**src/hw/rtl/fhm_pkg.sv**
```systemverilog
`default_nettype none
package fhm_pkg;

  // widths of the homography entries and the intermediate terms
  localparam int HW       = 48;
  localparam int NH       = 8;
  localparam int HALF     = 24;
  localparam int PPW      = 50;
  localparam int TW       = 97;
  localparam int MW       = 96;
  localparam int QW       = 64;
  localparam int FW       = 32;
  localparam int DIV_SH   = 32;
  localparam int SRW      = 34;

  // pipeline depths
  localparam int FRONT_STAGES = 3;
  localparam int DIV_STAGES   = QW;
  localparam int SQ_STAGES    = FW;
  localparam int LAT          = FRONT_STAGES + 2 + DIV_STAGES + 1 + SQ_STAGES;

  // entry indexes of the homography word
  localparam logic [2:0] H00 = 3'd0;
  localparam logic [2:0] H01 = 3'd1;
  localparam logic [2:0] H02 = 3'd2;
  localparam logic [2:0] H10 = 3'd3;
  localparam logic [2:0] H11 = 3'd4;
  localparam logic [2:0] H12 = 3'd5;
  localparam logic [2:0] H20 = 3'd6;
  localparam logic [2:0] H21 = 3'd7;

  // products needed by either camera
  localparam int NPROD = 14;
  localparam int P_00_01 = 0;
  localparam int P_10_11 = 1;
  localparam int P_00_00 = 2;
  localparam int P_10_10 = 3;
  localparam int P_01_01 = 4;
  localparam int P_11_11 = 5;
  localparam int P_20_21 = 6;
  localparam int P_21_21 = 7;
  localparam int P_20_20 = 8;
  localparam int P_00_10 = 9;
  localparam int P_01_11 = 10;
  localparam int P_02_12 = 11;
  localparam int P_12_12 = 12;
  localparam int P_02_02 = 13;

  localparam logic [2:0] PROD_A [NPROD] = '{
    H00, H10, H00, H10, H01, H11, H20, H21, H20, H00, H01, H02, H12, H02};
  localparam logic [2:0] PROD_B [NPROD] = '{
    H01, H11, H00, H10, H01, H11, H21, H21, H20, H10, H11, H12, H12, H02};

  // numerators and denominators of one camera
  typedef struct packed {
    logic signed [TW-1:0] n1;
    logic signed [TW-1:0] d1;
    logic signed [TW-1:0] n2;
    logic signed [TW-1:0] d2;
  } cam_terms_t;

  typedef struct packed {
    cam_terms_t fst;
    cam_terms_t snd;
  } terms_t;

endpackage
`default_nettype wire

```
**src/hw/rtl/fhm_sqrt.sv**
```systemverilog
`default_nettype none
module fhm_sqrt (
  input  wire logic                     clk,
  input  wire logic                     en,
  input  wire logic [fhm_pkg::QW-1:0]   rad,
  output logic      [fhm_pkg::FW-1:0]   root
);

  localparam int N = fhm_pkg::SQ_STAGES;

  logic [fhm_pkg::SRW-1:0] rem_i  [N];
  logic [fhm_pkg::FW-1:0]  root_i [N];
  logic [fhm_pkg::QW-1:0]  rest_i [N];
  logic [fhm_pkg::SRW-1:0] rem_r  [N];
  logic [fhm_pkg::FW-1:0]  root_r [N];
  logic [fhm_pkg::QW-1:0]  rest_r [N];

  // stage inputs
  always_comb begin
    rem_i[0]  = '0;
    root_i[0] = '0;
    rest_i[0] = rad;
    for (int k = 1; k < N; k++) begin
      rem_i[k]  = rem_r[k-1];
      root_i[k] = root_r[k-1];
      rest_i[k] = rest_r[k-1];
    end
  end

  // one root bit per stage from two radicand bits
  for (genvar k = 0; k < N; k++) begin : g_stage
    logic [fhm_pkg::SRW+1:0] trial, sub, diff;
    logic                    ge;
    assign trial = {rem_i[k], rest_i[k][fhm_pkg::QW-1:fhm_pkg::QW-2]};
    assign sub   = {2'b00, root_i[k], 2'b01};
    assign diff  = trial - sub;
    assign ge    = (trial >= sub);

    always_ff @(posedge clk) begin
      if (en) begin
        rem_r[k]  <= ge ? diff[fhm_pkg::SRW-1:0] : trial[fhm_pkg::SRW-1:0];
        root_r[k] <= {root_i[k][fhm_pkg::FW-2:0], ge};
        rest_r[k] <= {rest_i[k][fhm_pkg::QW-3:0], 2'b00};
      end
    end
  end

  assign root = root_r[N-1];

endmodule
`default_nettype wire
```
**config.mk**
```make
export PLATFORM = sky130hd
export DESIGN_NAME = fhm_sqrt
export DESIGN_NICKNAME = d
export VERILOG_FILES = /design/src/hw/rtl/fhm_pkg.sv /design/src/hw/rtl/fhm_sqrt.sv
export SDC_FILE = /design/constraint.sdc
export NUM_CORES = 2
export LEC_CHECK = 0
export BUFFER_PORTS_ARGS = -buffer_cell sky130_fd_sc_hd__buf_2
export CAP_MARGIN = 20
export CORE_ASPECT_RATIO = 1.2
export CORE_MARGIN = 4
export CORE_UTILIZATION = 58
export DETAILED_ROUTE_END_ITERATION = 6
export HOLD_SLACK_MARGIN = 0.15
export PLACE_DENSITY = 0.8
export SKIP_CTS_REPAIR_TIMING = 1
export SLEW_MARGIN = 20
export SYNTH_ARGS = -nofsm -noshare
export SYNTH_HDL_FRONTEND = slang
export SYNTH_MEMORY_MAX_BITS = 65536
export SYNTH_SLANG_ARGS = --single-unit
```
**constraint.sdc**
```tcl
create_clock -name clk -period 3.7 [get_ports clk]
set_input_delay 0 -clock clk [delete_from_list [all_inputs] [get_ports clk]]
set_output_delay 0 -clock clk [all_outputs]
set_load 0.05 [all_outputs]
```
# Word-level counts from Yosys, hierarchy flattened
# Memories as Yosys holds them, arrays and structs flattened.
# Index checks and enable logic that the tools add are counted.
[op_classes] muxes=34 addsub=32 n_lt_le_gt_ge=32
[ops] cell="$ge 36x34->1" count=31
[ops] cell="$mux 34" count=32
[ops] cell="$sub 34x34->34" count=31
[ops] cell="$sub 2x1->3 const B" count=1
[ops] cell="$ge 2x1->1 const B" count=1
[ops] cell="$mux 1" count=2
[word_totals] out_inout_bits=32 mem_count=3 ramBits=4096 input_bits=66 wordCells=101 reg_bits=0
[memory_table] memory="rest_r" depth=32 width=62 read_ports=31 rd_ports_with_merged_regs=0 wr=32 line_no="fhm_sqrt.sv:16" text="logic [fhm_pkg::QW-1:0] rest_r [N];"
[memory_table] memory="rem_r" depth=32 width=34 read_ports=31 rd_ports_with_merged_regs=0 wr=32 line_no="fhm_sqrt.sv:14" text="logic [fhm_pkg::SRW-1:0] rem_r [N];"
[memory_table] memory="root_r" depth=32 width=32 read_ports=32 rd_ports_with_merged_regs=0 wr=32 line_no="fhm_sqrt.sv:15" text="logic [fhm_pkg::FW-1:0] root_r [N];"

# Longest topological paths before layout
# An unclocked memory read counts as a cell.
[depth] word_depth=3 ltp_mapped=14 mapped_depth_nobuf=12

# Least setup slack after synthesis
# Ideal clock, no wire load.
[synth_timing] kind="register -> register" from="memory rem_r[0][214] in the netlist's numbering" to="memory rem_r[0][265] in the netlist's numbering, data pin" n_path_buf=1 setup_slack_ps=226 synth_period_minus_slack_ps=3474 t_required_ps=3434 setup_ps=266 stages_incl_launch_ff=10 arrival_time_ps=3208 path_cell_list="edfxtp_1 -> or4_4 -> or3_4 -> or4_4 -> or2_4 -> or3_4 -> or4b_4 -> buf_6 -> o41ai_2 -> o21ai_1"
[synth_lines] element="start, declared" line_no="fhm_sqrt.sv:14"

==> results_dict.tcl <==
set metrics [dict create \
    p_switching_mw 23.17 \
    coreArea_um2 200700 \
    synth-seq-cells 2523 \
    timing_worst_slew_pin_value_ns 0.9827 \
    antenna_found_initial 6 \
    drv_slew 0 \
    first_global_vias 72390 \
    routedWlPerCell_um 20.05 \
    cp-end-kind "flip-flop" \
    drc_errors 7 \
    p_int_mw 57.89 \
    p_comb_share_pct 21.4 \
    startpoint_type "flip-flop" \
    initial_core_util_pct 58.36 \
    die_w_um 418.2 \
    final-hold-violation-count 0 \
    insertion_delay_ns 0.89 \
    switching_share_pct 28.58 \
    top_level_ports 98 \
    first_iter_violations 5789 \
    dieArea_um2 209200 \
    synth_area_um2 117100 \
    min_path_type "primary input to flip-flop" \
    finalWorstSetupSlack_ns 0.06172 \
    ff2ff_setup_slack_ns 0.06 \
    required_ns 4.33 \
    synth-async-reset-ratio_pct 0 \
    gp_congestion 0.9309 \
    power_density_nw_per_um2 612.6 \
    cp.arrival_ns 4.27 \
    grt_max_degree 165 \
    avgSynthCellArea_um2 13.02 \
    synth.area.top_cells "edfxtp_1, ha_1, xnor2_1, xor2_1, a21oi_1" \
    first_pass_iters 7 \
    cp_max_fo 5 \
    grt_usage_pct 23.34 \
    synth_area_leader_cell "edfxtp_1" \
    syn_to_final_growth_pct 12.97 \
    post-place-ws_ns 0.01045 \
    placedInstanceArea_um2 122800 \
    seq_area_frac_synth_pct 64.69 \
    reg2regPathDepth 11 \
    vias 72320 \
    cts_tree "built" \
    setup_viol 0 \
    syn_nets 9622 \
    die_y_um 500.2 \
    clock-sinks 2523 \
    hold_start "en" \
    seqPwrFrac_pct 47.8 \
    overflow 0 \
    fmax_mhz 274.9 \
    whs_path_depth 2 \
    r2r-end "rem_r[0][470]$_DFFE_PP_" \
    post-route-period-util_pct 98.33 \
    via_per_inst 5.830 \
    htree_levels 4 \
    path_class "flip-flop to flip-flop" \
    synth_flop_cell "edfxtp_1" \
    whs_endpoint "rest_r[0][23]$_DFFE_PP_" \
    synth_top_area_share_pct 64.69 \
    clockBufferDepth 3 \
    design_area_um2 132300 \
    fin_tns_setup_ns 0 \
    leakage_nw 50.89 \
    p_clk_share_pct 30.8 \
    slew-limit-headroom_pct 33.88 \
    yosys_warnings 0 \
    finalCriticalPeriod_ns 3.638 \
    cts_buffers 239 \
    drtAntennaViolNets 0 \
    r2r_start "root_r[0][384]$_DFFE_PP_" \
    synth_edf_count 2523 \
    drt_wl_total_mm 248.7 \
    clock-skew-final_ns 0.05119 \
    postSynthCellCount 8994 \
    violations "design-rule violations" \
    nNetsFinal 10190 \
    drive_above_1_share_pct 9.075 \
    ys_types 88 \
    layout_commonest_cell "edfxtp_1" \
    rows 180 \
    clkSlewWorstSetupHoldPaths_ns 0.07 \
    drv_cap 0 \
    post-dp-hpwl_mm 178.5 \
    grt_pass1_wl_mm 386.4 \
    final_cell_mix "edfxtp_1, inv_1, nand2_1" \
    ir_drop_v 0.0006153 \
    status "complete, but fails checks" \
    cts-root-buf "clkbuf_16" \
    io_buffers 97 \
]
==> layout make-up <==
| class | instances | area, um2 |
|---|---|---|
| sequential | 2523 | 75760 |
| tap | 2639 | 3302 |
| multi-input combinational | 5596 | 38250 |
| fill | 14180 | 68360 |
| clock buffer | 278 | 6127 |
| clock inverter | 160 | 1968 |
| antenna | 2 | 5.005 |
| timing repair buffer | 492 | 4208 |
| inverter | 714 | 2680 |
==> critical path, stage by stage (launching register included) <==
cell,delay (ns)
edfxtp_1,0.42
inv_1,0.08
ha_1,0.36
nor2b_1,0.16
o21ai_0,0.22
a21oi_1,0.19
o221ai_1,0.59
o211ai_1,0.18
nor3b_1,0.43
nand2_1,0.16
or4_1,0.44
xnor2_1,0.14
==> worst max path at each step <==
stage	from	to	slack, ns	depth (start not counted)
floorplan	rem_r[0][214]$_DFFE_PP_	rem_r[0][265]$_DFFE_PP_	0.23	9
global placement	rem_r[0][260]$_DFFE_PP_	rem_r[0][302]$_DFFE_PP_	0.02	9
detailed placement	rem_r[0][260]$_DFFE_PP_	rem_r[0][302]$_DFFE_PP_	0.01	9
CTS	rem_r[0][260]$_DFFE_PP_	rem_r[0][302]$_DFFE_PP_	-0.03	9
global route	rem_r[0][144]$_DFFE_PP_	rem_r[0][203]$_DFFE_PP_	-0.04	9
finish	root_r[0][384]$_DFFE_PP_	rem_r[0][470]$_DFFE_PP_	0.06	11
==> cell families after synthesis <==
family                   synth area share (%)
AND/OR/NAND/NOR                         9.639
AO/OA/AOI/OAI                           9.689
other                                0.003202
XOR/XNOR                                6.409
adder cells (fa/ha/maj)                 6.004
flip-flops                              64.69
multiplexers                           0.7478
buffers and inverters                   2.817
==> sequential cells by signal, indices dropped and copies added, names as in the netlist <==
signal	flops
rest_r	992
rem_r	1003
root_r	528
==> synthesized netlist by cell type, drive strengths merged (23+ instances only) <==
master and n:
a31oi 56, xnor2 458, nor3 214, mux2 68, a21oi 551, edfxtp 2523
nor2 538, inv 711, o21bai 60, nor3b 26, or2 35, a21boi 23
or4 57, a211oi 49, nand3b 29, clkbuf 139, o21ai 450, o21a 114
xor2 399, ha 562, nand2 637, nor2b 83, nand2b 99, and2 25
nor4 108, o211ai 28, or3 98, nand4 89, and3 65, nand3 125
o31ai 58, a21o 219
==> layer usage <==
metal | global-route usage (%) | share of wire [%] | vias to the layer above
met2 | 41.64 | 52 | 2118
met4 | 14.62 | 7.0 | 2
li1 | - | - | 34410
met1 | 26.45 | 37 | 35010
met5 | 0 | 0.0052 | -
met3 | 3.172 | 4.2 | 784
==> power groups by stage <==
stage | clock network [mW] | registers [mW] | logic [mW]
2_1_floorplan | 0 | 38.1 | 12.1
3_3_place_gp | 0 | 39.2 | 16.7
3_5_place_dp | 0 | 39.3 | 17.0
4_1_cts | 25.5 | 38.7 | 17.2
5_1_grt | 26.8 | 39.0 | 19.2
6_report | 24.9 | 38.7 | 17.4
==> metrics by stage <==
| step | hold WS [ns] | utilization [%] | total power [mW] | std cells |
|---|---|---|---|---|
| floorplan | 0.09887 | - | 50.23 | 8994 |
| CTS | -0.8182 | 65.21 | 81.39 | 12270 |
| global placement | 0.1759 | 61.17 | 55.83 | 11830 |
| detailed placement | 0.1781 | 61.17 | 56.30 | 11830 |
| finish | 0.2652 | 65.93 | 81.06 | 12400 |
| global route | 0.2392 | 65.93 | 84.95 | 12400 |
(Power assumes the default switching activity.)
